--- src/hdl/bsms_pkg.sv ---
// Shared types and constants of the bridge sensor acquisition sequencer.
// No dependencies; all other files but assert_macros.svh import this package.
`timescale 1ns / 1ps

package bsms_pkg;

   // Bus operation codes carried in bus_op.
   localparam logic [1:0] BUS_NONE  = 2'd0;
   localparam logic [1:0] BUS_WRITE = 2'd1;
   localparam logic [1:0] BUS_READ1 = 2'd2;
   localparam logic [1:0] BUS_READ4 = 2'd3;

   // Configuration register indexes.
   localparam int unsigned CSR_INDEX_W = 3;
   localparam logic [CSR_INDEX_W-1:0] REG_BRIDGE_COMMAND  = 3'd0;
   localparam logic [CSR_INDEX_W-1:0] REG_BRIDGE_ARG_HIGH = 3'd1;
   localparam logic [CSR_INDEX_W-1:0] REG_BRIDGE_ARG_LOW  = 3'd2;
   localparam logic [CSR_INDEX_W-1:0] REG_TEMP_COMMAND    = 3'd3;
   localparam logic [CSR_INDEX_W-1:0] REG_CONVERSION_WAIT = 3'd4;
   localparam logic [CSR_INDEX_W-1:0] REG_CYCLE_PAUSE     = 3'd5;

   localparam int unsigned CSR_DATA_W = 16;

   // Timing register reset values, status busy mask and temperature argument byte.
   localparam logic [15:0] CONVERSION_WAIT_RESET = 16'd10;
   localparam logic [15:0] CYCLE_PAUSE_RESET     = 16'd200;
   localparam logic [7:0]  STATUS_BUSY_MASK      = 8'h20;
   localparam logic [7:0]  TEMP_ARG_BYTE         = 8'h00;

   typedef struct packed {
      logic [31:0] now_ms;
      logic        bus_ok;
      logic [7:0]  rx_status;
      logic [7:0]  rx_byte1;
      logic [7:0]  rx_byte2;
      logic [7:0]  rx_byte3;
   } req_payload_type;

   typedef struct packed {
      logic [1:0]  bus_op;
      logic [7:0]  tx_byte0;
      logic [7:0]  tx_byte1;
      logic [7:0]  tx_byte2;
      logic [23:0] bridge_value;
      logic [15:0] temp_value;
      logic        bridge_new;
      logic        temp_new;
   } rsp_payload_type;

   typedef struct packed {
      logic [CSR_INDEX_W-1:0] index;
      logic [CSR_DATA_W-1:0]  wdata;
   } csr_payload_type;

   // Current configuration as seen by the sequencing core.
   typedef struct packed {
      logic [7:0]  bridge_command;
      logic [7:0]  bridge_arg_high;
      logic [7:0]  bridge_arg_low;
      logic [7:0]  temp_command;
      logic [15:0] conversion_wait;
      logic [15:0] cycle_pause;
   } cfg_type;

endpackage

--- src/hdl/bsms_channels.sv ---
// Valid/ready channel interfaces for poll items, result items and register writes.
// Depends on bsms_pkg for the payload types.
`timescale 1ns / 1ps

interface bsms_req_if import bsms_pkg::*; ();
   logic            valid;
   logic            ready;
   req_payload_type data;

   modport source (output valid, output data, input ready);
   modport sink   (input valid, input data, output ready);
endinterface

interface bsms_rsp_if import bsms_pkg::*; ();
   logic            valid;
   logic            ready;
   rsp_payload_type data;

   modport source (output valid, output data, input ready);
   modport sink   (input valid, input data, output ready);
endinterface

interface bsms_csr_if import bsms_pkg::*; ();
   logic            valid;
   logic            ready;
   csr_payload_type data;

   modport source (output valid, output data, input ready);
   modport sink   (input valid, input data, output ready);
endinterface

--- src/hdl/bridge_sensor_measure_sequencer.sv ---
// Top level of the bridge/temperature acquisition sequencer.
// Depends on bsms_pkg, bsms_channels, bsms_csr and bsms_core.
`timescale 1ns / 1ps

// How the block is used.
// Each item on req_chan is one poll: the current time in milliseconds and the
// bytes that the bus returned for the read that this poll's own result names.
// Each poll produces exactly one item on rsp_chan, naming the bus operation
// (none, three-byte write, one-byte status read or four-byte data read), the
// bytes to write, the latest bridge and temperature readings and flags that mark
// a freshly captured reading.
// csr_chan writes the six configuration registers; it is always ready and should
// be used only while no poll is in flight.
// A poll is taken into an input register on the edge it is accepted, is decided
// by the phase logic while it waits there and lands in the output register once
// that register is empty or being read, which raises rsp_chan.valid.
// Unless the receiver stalls, one poll can be accepted in every cycle; the
// throughput of one item per cycle is set by the single decision stage between
// the input and output registers. When the receiver stalls, the result waits in
// the output register and one more poll is still taken into the input register;
// req_chan.ready then drops until the output register drains.
// Synchronous reset empties both registers, returns the sequence to the bridge
// conversion write, clears the time mark and stored readings, and restores the
// register defaults (waits of 10 ms and 200 ms, command bytes zero).
module bridge_sensor_measure_sequencer import bsms_pkg::*; (
   input  logic       clock,
   input  logic       reset,
   bsms_req_if.sink   req_chan,
   bsms_rsp_if.source rsp_chan,
   bsms_csr_if.sink   csr_chan
);

   cfg_type         cfg;
   req_payload_type in_data_ff;
   logic            in_valid_ff;
   logic            in_valid_in;
   rsp_payload_type out_data_ff;
   logic            out_valid_ff;
   logic            out_valid_in;
   rsp_payload_type result;
   logic            advance;
   logic            step;
   logic            req_fire;

   // Register writes are never held off.
   assign csr_chan.ready = 1'b1;

   bsms_csr u_csr (
      .clock    (clock),
      .reset    (reset),
      .wr_en    (csr_chan.valid),
      .wr_index (csr_chan.data.index),
      .wr_data  (csr_chan.data.wdata),
      .cfg      (cfg)
   );

   // The output register can take a new result when it is empty or being read.
   assign advance        = !out_valid_ff || rsp_chan.ready;
   assign step           = in_valid_ff && advance;
   assign req_chan.ready = !in_valid_ff || advance;
   assign req_fire       = req_chan.valid && req_chan.ready;

   bsms_core u_core (
      .clock  (clock),
      .reset  (reset),
      .step   (step),
      .cfg    (cfg),
      .poll   (in_data_ff),
      .result (result)
   );

   assign in_valid_in  = req_fire || (in_valid_ff && !advance);
   assign out_valid_in = step || (out_valid_ff && !rsp_chan.ready);

   always_ff @(posedge clock) begin
      if (reset) begin
         in_valid_ff  <= 1'b0;
         out_valid_ff <= 1'b0;
      end else begin
         in_valid_ff  <= in_valid_in;
         out_valid_ff <= out_valid_in;
      end
   end

   // Payload registers load only on a transfer and need no reset.
   always_ff @(posedge clock) begin
      if (req_fire) begin
         in_data_ff <= req_chan.data;
      end
      if (step) begin
         out_data_ff <= result;
      end
   end

   assign rsp_chan.valid = out_valid_ff;
   assign rsp_chan.data  = out_data_ff;

endmodule

--- src/hdl/bsms_csr.sv ---
// Configuration register file of the acquisition sequencer.
// Depends on bsms_pkg; writes to indexes beyond the list are dropped.
`timescale 1ns / 1ps

module bsms_csr import bsms_pkg::*; (
   input  logic                   clock,
   input  logic                   reset,
   input  logic                   wr_en,
   input  logic [CSR_INDEX_W-1:0] wr_index,
   input  logic [CSR_DATA_W-1:0]  wr_data,
   output cfg_type                cfg
);

   cfg_type cfg_ff;
   cfg_type cfg_in;

   always_comb begin
      cfg_in = cfg_ff;
      if (wr_en) begin
         unique case (wr_index)
            REG_BRIDGE_COMMAND:  cfg_in.bridge_command  = wr_data[7:0];
            REG_BRIDGE_ARG_HIGH: cfg_in.bridge_arg_high = wr_data[7:0];
            REG_BRIDGE_ARG_LOW:  cfg_in.bridge_arg_low  = wr_data[7:0];
            REG_TEMP_COMMAND:    cfg_in.temp_command    = wr_data[7:0];
            REG_CONVERSION_WAIT: cfg_in.conversion_wait = wr_data;
            REG_CYCLE_PAUSE:     cfg_in.cycle_pause     = wr_data;
            default:             cfg_in = cfg_ff;
         endcase
      end
   end

   always_ff @(posedge clock) begin
      if (reset) begin
         cfg_ff.bridge_command  <= 8'd0;
         cfg_ff.bridge_arg_high <= 8'd0;
         cfg_ff.bridge_arg_low  <= 8'd0;
         cfg_ff.temp_command    <= 8'd0;
         cfg_ff.conversion_wait <= CONVERSION_WAIT_RESET;
         cfg_ff.cycle_pause     <= CYCLE_PAUSE_RESET;
      end else begin
         cfg_ff <= cfg_in;
      end
   end

   assign cfg = cfg_ff;

endmodule

--- src/hdl/bsms_core.sv ---
// Phase sequencer of the acquisition cycle: phase, time mark and stored readings,
// with the combinational decision for one poll. Depends on bsms_pkg.
`timescale 1ns / 1ps

module bsms_core import bsms_pkg::*; (
   input  logic            clock,
   input  logic            reset,
   input  logic            step,
   input  cfg_type         cfg,
   input  req_payload_type poll,
   output rsp_payload_type result
);

   typedef enum logic [3:0] {
      PH_BRIDGE_WRITE = 4'd0,
      PH_BRIDGE_WAIT  = 4'd1,
      PH_BRIDGE_POLL  = 4'd2,
      PH_BRIDGE_READ  = 4'd3,
      PH_TEMP_WRITE   = 4'd4,
      PH_TEMP_WAIT    = 4'd5,
      PH_TEMP_POLL    = 4'd6,
      PH_TEMP_READ    = 4'd7,
      PH_PAUSE        = 4'd8
   } phase_type;

   phase_type   phase_ff,     phase_in;
   logic [31:0] time_mark_ff, time_mark_in;
   logic [23:0] bridge_ff,    bridge_in;
   logic [15:0] temp_ff,      temp_in;

   logic [31:0] elapsed;
   logic        wait_done;
   logic        pause_done;
   logic        sensor_ready;

   assign elapsed      = poll.now_ms - time_mark_ff;
   assign wait_done    = elapsed > {16'd0, cfg.conversion_wait};
   assign pause_done   = elapsed > {16'd0, cfg.cycle_pause};
   assign sensor_ready = poll.bus_ok && ((poll.rx_status & STATUS_BUSY_MASK) == 8'h00);

   always_comb begin
      phase_in     = phase_ff;
      time_mark_in = time_mark_ff;
      bridge_in    = bridge_ff;
      temp_in      = temp_ff;
      result       = '0;
      unique case (phase_ff)
         PH_BRIDGE_WRITE: begin
            result.bus_op   = BUS_WRITE;
            result.tx_byte0 = cfg.bridge_command;
            result.tx_byte1 = cfg.bridge_arg_high;
            result.tx_byte2 = cfg.bridge_arg_low;
            time_mark_in    = poll.now_ms;
            phase_in        = PH_BRIDGE_WAIT;
         end
         PH_BRIDGE_WAIT: begin
            if (wait_done) begin
               phase_in     = PH_BRIDGE_POLL;
               time_mark_in = poll.now_ms;
            end
         end
         PH_BRIDGE_POLL: begin
            result.bus_op = BUS_READ1;
            if (sensor_ready) begin
               phase_in = PH_BRIDGE_READ;
            end
         end
         PH_BRIDGE_READ: begin
            result.bus_op = BUS_READ4;
            if (poll.bus_ok) begin
               bridge_in         = {poll.rx_byte1, poll.rx_byte2, poll.rx_byte3};
               result.bridge_new = 1'b1;
            end
            phase_in = PH_TEMP_WRITE;
         end
         PH_TEMP_WRITE: begin
            result.bus_op   = BUS_WRITE;
            result.tx_byte0 = cfg.temp_command;
            result.tx_byte1 = TEMP_ARG_BYTE;
            result.tx_byte2 = TEMP_ARG_BYTE;
            time_mark_in    = poll.now_ms;
            phase_in        = PH_TEMP_WAIT;
         end
         PH_TEMP_WAIT: begin
            if (wait_done) begin
               phase_in     = PH_TEMP_POLL;
               time_mark_in = poll.now_ms;
            end
         end
         PH_TEMP_POLL: begin
            result.bus_op = BUS_READ1;
            if (sensor_ready) begin
               phase_in = PH_TEMP_READ;
            end
         end
         PH_TEMP_READ: begin
            result.bus_op = BUS_READ4;
            if (poll.bus_ok) begin
               temp_in         = {poll.rx_byte1, poll.rx_byte2};
               result.temp_new = 1'b1;
            end
            time_mark_in = poll.now_ms;
            phase_in     = PH_PAUSE;
         end
         PH_PAUSE: begin
            if (pause_done) begin
               phase_in     = PH_BRIDGE_WRITE;
               time_mark_in = poll.now_ms;
            end
         end
         default: begin
            phase_in = PH_BRIDGE_WRITE;
         end
      endcase
      result.bridge_value = bridge_in;
      result.temp_value   = temp_in;
   end

   always_ff @(posedge clock) begin
      if (reset) begin
         phase_ff     <= PH_BRIDGE_WRITE;
         time_mark_ff <= 32'd0;
         bridge_ff    <= 24'd0;
         temp_ff      <= 16'd0;
      end else if (step) begin
         phase_ff     <= phase_in;
         time_mark_ff <= time_mark_in;
         bridge_ff    <= bridge_in;
         temp_ff      <= temp_in;
      end
   end

endmodule

--- src/flat_wrapper.sv ---
// flat-port wrapper written by rule: the top's interface ports become plain ports
module bridge_sensor_measure_sequencer_flat import bsms_pkg::*;
  (clock, reset, req_chan_valid, req_chan_data, req_chan_ready, rsp_chan_valid, rsp_chan_data, rsp_chan_ready, csr_chan_valid, csr_chan_data, csr_chan_ready);
  bsms_req_if req_chan_i ();
  bsms_rsp_if rsp_chan_i ();
  bsms_csr_if csr_chan_i ();
  input  logic clock;
  input  logic reset;
  input wire logic [$bits(req_chan_i.valid)-1:0] req_chan_valid;
  input wire logic [$bits(req_chan_i.data)-1:0] req_chan_data;
  output wire logic [$bits(req_chan_i.ready)-1:0] req_chan_ready;
  output wire logic [$bits(rsp_chan_i.valid)-1:0] rsp_chan_valid;
  output wire logic [$bits(rsp_chan_i.data)-1:0] rsp_chan_data;
  input wire logic [$bits(rsp_chan_i.ready)-1:0] rsp_chan_ready;
  input wire logic [$bits(csr_chan_i.valid)-1:0] csr_chan_valid;
  input wire logic [$bits(csr_chan_i.data)-1:0] csr_chan_data;
  output wire logic [$bits(csr_chan_i.ready)-1:0] csr_chan_ready;
  assign req_chan_i.valid = req_chan_valid;
  assign req_chan_i.data = req_chan_data;
  assign req_chan_ready = req_chan_i.ready;
  assign rsp_chan_valid = rsp_chan_i.valid;
  assign rsp_chan_data = rsp_chan_i.data;
  assign rsp_chan_i.ready = rsp_chan_ready;
  assign csr_chan_i.valid = csr_chan_valid;
  assign csr_chan_i.data = csr_chan_data;
  assign csr_chan_ready = csr_chan_i.ready;
  bridge_sensor_measure_sequencer u_core (.clock(clock), .reset(reset), .req_chan(req_chan_i), .rsp_chan(rsp_chan_i), .csr_chan(csr_chan_i));
endmodule
--- config.mk ---
export PLATFORM = sky130hd
export DESIGN_NAME = bridge_sensor_measure_sequencer_flat
export DESIGN_NICKNAME = d
export VERILOG_FILES = /design/src/hdl/bsms_pkg.sv /design/src/hdl/bsms_channels.sv /design/src/hdl/bridge_sensor_measure_sequencer.sv /design/src/hdl/bsms_csr.sv /design/src/hdl/bsms_core.sv /design/src/flat_wrapper.sv
export SDC_FILE = /design/constraint.sdc
export NUM_CORES = 1
export LEC_CHECK = 0
export BUFFER_PORTS_ARGS = -buffer_cell sky130_fd_sc_hd__buf_4
export CAP_MARGIN = 10
export CORE_AREA = 2 2 155 157
export CTS_CLUSTER_DIAMETER = 30
export DETAILED_ROUTE_END_ITERATION = 8
export DIE_AREA = 0 0 157 159
export PLACE_DENSITY = 0.79
export SYNTH_ARGS = -nofsm -noshare
export SYNTH_HDL_FRONTEND = slang
export SYNTH_SLANG_ARGS = --single-unit
export TNS_END_PERCENT = 100
--- constraint.sdc ---
create_clock -name clock -period 6.2 [get_ports clock]
set_input_delay 0.31 -clock clock [delete_from_list [all_inputs] [get_ports clock]]
set_output_delay 0.31 -clock clock [all_outputs]
set_load 0.01 [all_outputs]
# ---- After elaboration in Yosys (flattened, before gate mapping)
# Index checks and enable logic that the tools add are counted.
dict set report totals {
  ff_bits 273
  inputBits 89
  output_inout_bits 71
  elab_cells 94
}
dict set report op_classes {
  n_addsub 1
  n_lt_le_gt_ge 2
  eq_ne 19
  n_mux 16
  n_reduce_logical 30
}
# operator n
set ops {}
lappend ops {{case mux 32 bit (3 select lines)} 1}
lappend ops {{> comparator 32 x 16 -> 1 bit} 2}
lappend ops {{2-to-1 mux 32 bit} 2}
lappend ops {{2-to-1 mux 24 bit} 2}
lappend ops {{case mux 24 bit (2 select lines)} 1}
lappend ops {{case mux 4 bit (9 select lines)} 1}
lappend ops {{2-to-1 mux 16 bit} 2}
lappend ops {{subtractor 32 bit} 1}
lappend ops {{2-to-1 mux 4 bit} 5}
lappend ops {{== test 4 x 3 -> 1 bit (second input constant)} 4}
lappend ops {{AND reduction 2 bit} 6}
lappend ops {{!= test 2 bit (second input constant)} 5}
lappend ops {{== test 4 x 2 -> 1 bit (second input constant)} 2}
lappend ops {{logical NOT 8 bit} 1}
lappend ops {{OR reduction 2 bit} 4}
lappend ops {{== test 3 x 2 -> 1 bit (second input constant)} 2}
lappend ops {{== test 3 bit (second input constant)} 2}
lappend ops {{case mux 2 bit (3 select lines)} 1}
lappend ops {{AND reduction 6 bit} 1}
lappend ops {{logical AND 1 bit} 5}
lappend ops {{== test 4 x 1 -> 1 bit (second input constant)} 1}
lappend ops {{== test 4 bit (second input constant)} 1}
lappend ops {{logical NOT 1 bit} 4}
lappend ops {{logical NOT 4 bit} 1}
lappend ops {{8 further kinds} 11}

# ---- Logic depth before layout (Yosys ltp)
dict set report depth {
  depth_word 5
  ltp_mapped 21
  mapped_depth_nobuf 20
}

# ---- Modules after synthesis
# A second synthesis with hierarchy kept.
dict set report hier_totals {
  hier_cells 1342
  hier_area_um2 13266.5
}
# mod n_inst cells_per_inst area_each_um2 seq_area_each_um2
set by_module_without_submodules {}
lappend by_module_without_submodules {bsms_core 1 956 6523.8 1521.5}
lappend by_module_without_submodules {bridge_sensor_measure_sequencer 1 145 4108.9 4033.9}
lappend by_module_without_submodules {bsms_csr 1 241 2633.8 1281.2}

# ---- Worst setup path before layout
# OpenSTA, ideal clock, no wires.
dict set report synth_path {
  kind {reg2reg}
  from {register u_core.in_data_ff[33] (netlist bit)}
  to {register u_core.u_core.phase_ff[0]}
  setup_time_ps 126
  arrival_ps 4026
  required_time_ps 6074
  slack_ps 2048
  stages_incl_launch_ff 21
  path_buffers 0
  period_less_slack_ps 4152
  cell_sequence {edfxtp_1 inv_1 ha_1 fa_1 nand2b_1 a21oi_1 o21ai_1 nor2_1 nor2_1 xnor2_1 ha_1 a21o_1 a21o_1 a211o_1 a21oi_1 a211oi_1 a221oi_1 nand4_1 or4b_2 nand4_1 nand2_1}
}
dict set report synth_via {
  elab_chain_cells 4
  word_cells_on_any_way 7
  cone_classes {add/sub: 1; order compare: 2; eq/ne: 3; reduce/logical: 1}
}
# element line_no
set synth_lines {}
lappend synth_lines {{start: declaration} bridge_sensor_measure_sequencer.sv:34} ;# req_payload_type in_data_ff;
lappend synth_lines {{start signal: assignment} bridge_sensor_measure_sequencer.sv:88} ;# in_data_ff <= req_chan.data;
lappend synth_lines {{subtractor 32 bit *} bsms_core.sv:36} ;# assign elapsed = poll.now_ms - time_mark_ff;
lappend synth_lines {{> comparator 32 x 16 -> 1 bit (on tied branches)} {bsms_core.sv:38, bsms_core.sv:37}}
lappend synth_lines {{!= test 2 bit (no source line)} --}
lappend synth_lines {{AND reduction 6 bit (no source line) *} --}
lappend synth_lines {{end signal: assignment} bsms_core.sv:126} ;# phase_ff <= phase_in;
lappend synth_lines {{end: declaration} bsms_core.sv:26} ;# phase_type phase_ff, phase_in;
# Mark *: on every way between the ends. The rest lies on a longest branch, timed or not.
# A chain may end at the register's enable or synchronous reset.

# ---- Worst setup path after layout
dict set report layout_path {
  from {register u_core.in_data_ff[33] (netlist bit)}
  to {register u_core.u_core.time_mark_ff[25]}
}
dict set report layout_via {
  elab_chain_cells 4
  word_cells_on_any_way 6
  cone_classes {add/sub: 1; order compare: 2; eq/ne: 2; reduce/logical: 1}
}
# element line_no
set layout_lines {}
lappend layout_lines {{subtractor 32 bit *} bsms_core.sv:36}
lappend layout_lines {{> comparator 32 x 16 -> 1 bit (on tied branches)} {bsms_core.sv:37, bsms_core.sv:38}}
lappend layout_lines {{!= test 2 x 1 -> 1 bit (no source line) or != test 2 bit (tied branches)} --}
lappend layout_lines {{AND reduction 4 bit (no source line) *} --}
lappend layout_lines {{end signal: assignment} bsms_core.sv:127} ;# time_mark_ff <= time_mark_in;
lappend layout_lines {{end: declaration} bsms_core.sv:27} ;# logic [31:0] time_mark_ff, time_mark_in;
# Marked as above.

==> metrics <==
Peak VDD IR=0.233 mV; syn_nets=1,493; Hold WS=0.0389 ns; final period utilization=82.1%; GRT overflow=0; minimum clock period=5.09 ns; post-layout util=71.1%; status=finished, final reports clean; DRT Wirelength=31.7 mm; Placeable Area=23,200 sq um; Top-Level Pins=160; Final setup viols=0; remaining antenna violation count after routing=0; # port buffers=151; CTS tree=built; unrepaired setup endpoints after global routing=no; ANT cells=0; Initial Utilization=54.6%; vias in the first global route=10,500; Placed Instance Area=14,000 sq um; cell count after synthesis=1,340; final-report hold violation count=0; most frequent cell after synthesis=nand2_1; share of cells above drive strength 1=18.7%; Seq/Total Area, Yosys=52.3%; Peak Freq=0.196 GHz; pwr/cell area=332 nW/um^2; via/cell ratio=5.52; initial antenna violation count=0; Layout Area Growth over Synthesis=30.2%; DR WL/cell=16.5 microns; average size of a mapped cell=9.46 sq um; fraction of registers with async set/reset=0%; yosys warns=0; Setup Skew=0.0464 ns; die height=159 microns; Min-Delay Path Depth=3; Post-route DRC=0; Seq cells post-synth=268; drt initial violations=660; dpl hpwl=19.4 mm; # Max-Cap Violations=0; crit path DAT=5.50 ns; Crit. End Element=flip-flop; number of synthesized flops with an enable pin=126; gr usage total=24.8%; area leader, netlist=edfxtp_1; # Post-CTS Setup Buffers=0; CTS H-tree lvls=2; Startpoint Class=flip-flop; R2R depth=19; Core Rows=56; Mapped Area=12,700 sq um; Lkg Pwr=6.49 nW; CTS buffer count=53; final setup TNS=0 ns; Die W=157 microns; Final Wtd Congestion=0.865; first-pass GRT wire length=50.6 mm; CP required=6.60 ns; predominant post-synthesis flop cell=dfxtp_1; nets=1,710; top post-synthesis cells by area=edfxtp_1, dfxtp_1, nand2_1; Slew Limit Fails=0; list of most frequent post-synthesis cells=nand2_1, dfxtp_1, a21oi_1; total power=5.47 mW; CTS Sinks=268; DR pass1 iterations=5; clk buf depth=3; worst-skew pair later-pin latency=0.58 ns; Slew @ Worst Pin=1.09 ns; Worst Path Max Fanout=30; Hold Crit Class=in2reg; Clock Tree Root=clkbuf_16; via count=10,600; Post-Layout Inst Area=16,500 sq um; count of cell types in the netlist=71; full die area=25,000 sq um; Synth top area share=29.9%; Max-slew headroom=27.2%; CP Class=reg2reg; clock-pin slew on the worst setup and hold paths=0.05 ns; pin count of the biggest net entering global routing=72
[flip-flops by register name, summed over array words and instances, names as in the netlist]
register	flops
u_core.u_core.temp_ff	16
u_core.rsp_chan.data	68
u_core.u_core.time_mark_ff	32
u_core.u_core.phase_ff	4
u_core.u_core.bridge_ff	24
u_core.in_valid_ff	1
u_core.u_csr.cfg	64
u_core.rsp_chan.valid	1
u_core.in_data_ff	58
[metrics by stage]
stage | cells | setup WS [ns]
floorplan | 1340 | 2.05
global placement | 1754 | 1.30
detailed placement | 1754 | 1.21
CTS | 1921 | 1.11
global route | 1921 | 0.738
finish | 1921 | 1.11
[cells by family after synthesis]
| group | synth area share (%) |
|---|---|
| AND/OR/NAND/NOR | 18.7 |
| flip-flops | 52.3 |
| AO/OA/AOI/OAI | 12.3 |
| buffers and inverters | 4.33 |
| adder cells (fa/ha/maj) | 6.38 |
| multiplexers | 4.66 |
| XOR/XNOR | 1.31 |
| other | 0.0296 |
[placed cells by master (no fill, tap or decap), drive strengths merged, types with 14 or more instances in the layout]
master and count:
nand2 333, buf 159, dfxtp 142, a21oi 137, edfxtp 126, inv 92, dlygate4sd3 67, nor2 67
ha 63, clkbuf 59, nor3 39, mux2i 32, o21ai 30, mux2 24, nand3 22, and2 21
nand4 17, clkinv 16, o211ai 14
[cell type report]
type / instances / area, sq um
multi-input cells: 935 / 5510
well taps: 319 / 399
inverters: 73 / 277
fillers: 1634 / 6690
clock buffers: 59 / 1380
clock inverters: 41 / 444
flip-flops and latches: 268 / 6630
repair buffers: 226 / 1860
[per-layer routing]
layer / global-route usage [%] / up-vias / share of wire, %
li1: - / 5126 / -
met1: 31.2 / 5025 / 42
met2: 42.3 / 381 / 49
met3: 4.79 / 78 / 6.5
met4: 9.47 / 0 / 2.6
met5: 0 / - / 0
[power breakdown]
part	total, mW	internal [mW]	switching (mW)	leakage (nW)
Sequential	1.97	1.93	0.0385	2.37
Clock	2.84	1.79	1.05	0.899
Combinational	0.660	0.273	0.387	3.22
[what timing repair did]
action | CTS | global route
hold buffers | 67 | 0
hold endpoints to repair | 73 | 0
gates resized for setup | 0 | 0
[worst max-delay path: stages, from the launching register on]
cell and delay, ns:
edfxtp_1 0.31, inv_1 0.05, ha_1 0.21, fa_1 0.41
nand2b_1 0.18, a21oi_1 0.31, nor2_1 0.11, xnor2_1 0.32
ha_1 0.33, a211oi_1 0.34, nand2_1 0.09, o311a_1 0.29
nor3_1 0.19, a211oi_1 0.10, a221oi_1 0.23, nand4_1 0.21
nor4b_4 0.64, nor2_4 0.06, buf_4 0.30, mux2i_1 0.19
[worst paths after layout]
kind | startpoint | endpoint | slack, ns
max | u_core.in_data_ff[33]$_DFFE_PP_ | u_core.u_core.time_mark_ff[25]$_SDFFE_PP0P_ | 1.11
min | csr_chan_data[4] | u_core.u_csr.cfg[52]$_SDFFE_PP0P_ | 0.04
max reg2reg | u_core.in_data_ff[33]$_DFFE_PP_ | u_core.u_core.time_mark_ff[25]$_SDFFE_PP0P_ | 1.11
min reg2reg | u_core.u_csr.cfg[51]$_SDFFE_PP0P_ | u_core.u_csr.cfg[51]$_SDFFE_PP0P_ | 0.45
Power figures use the tool's default switching activity.
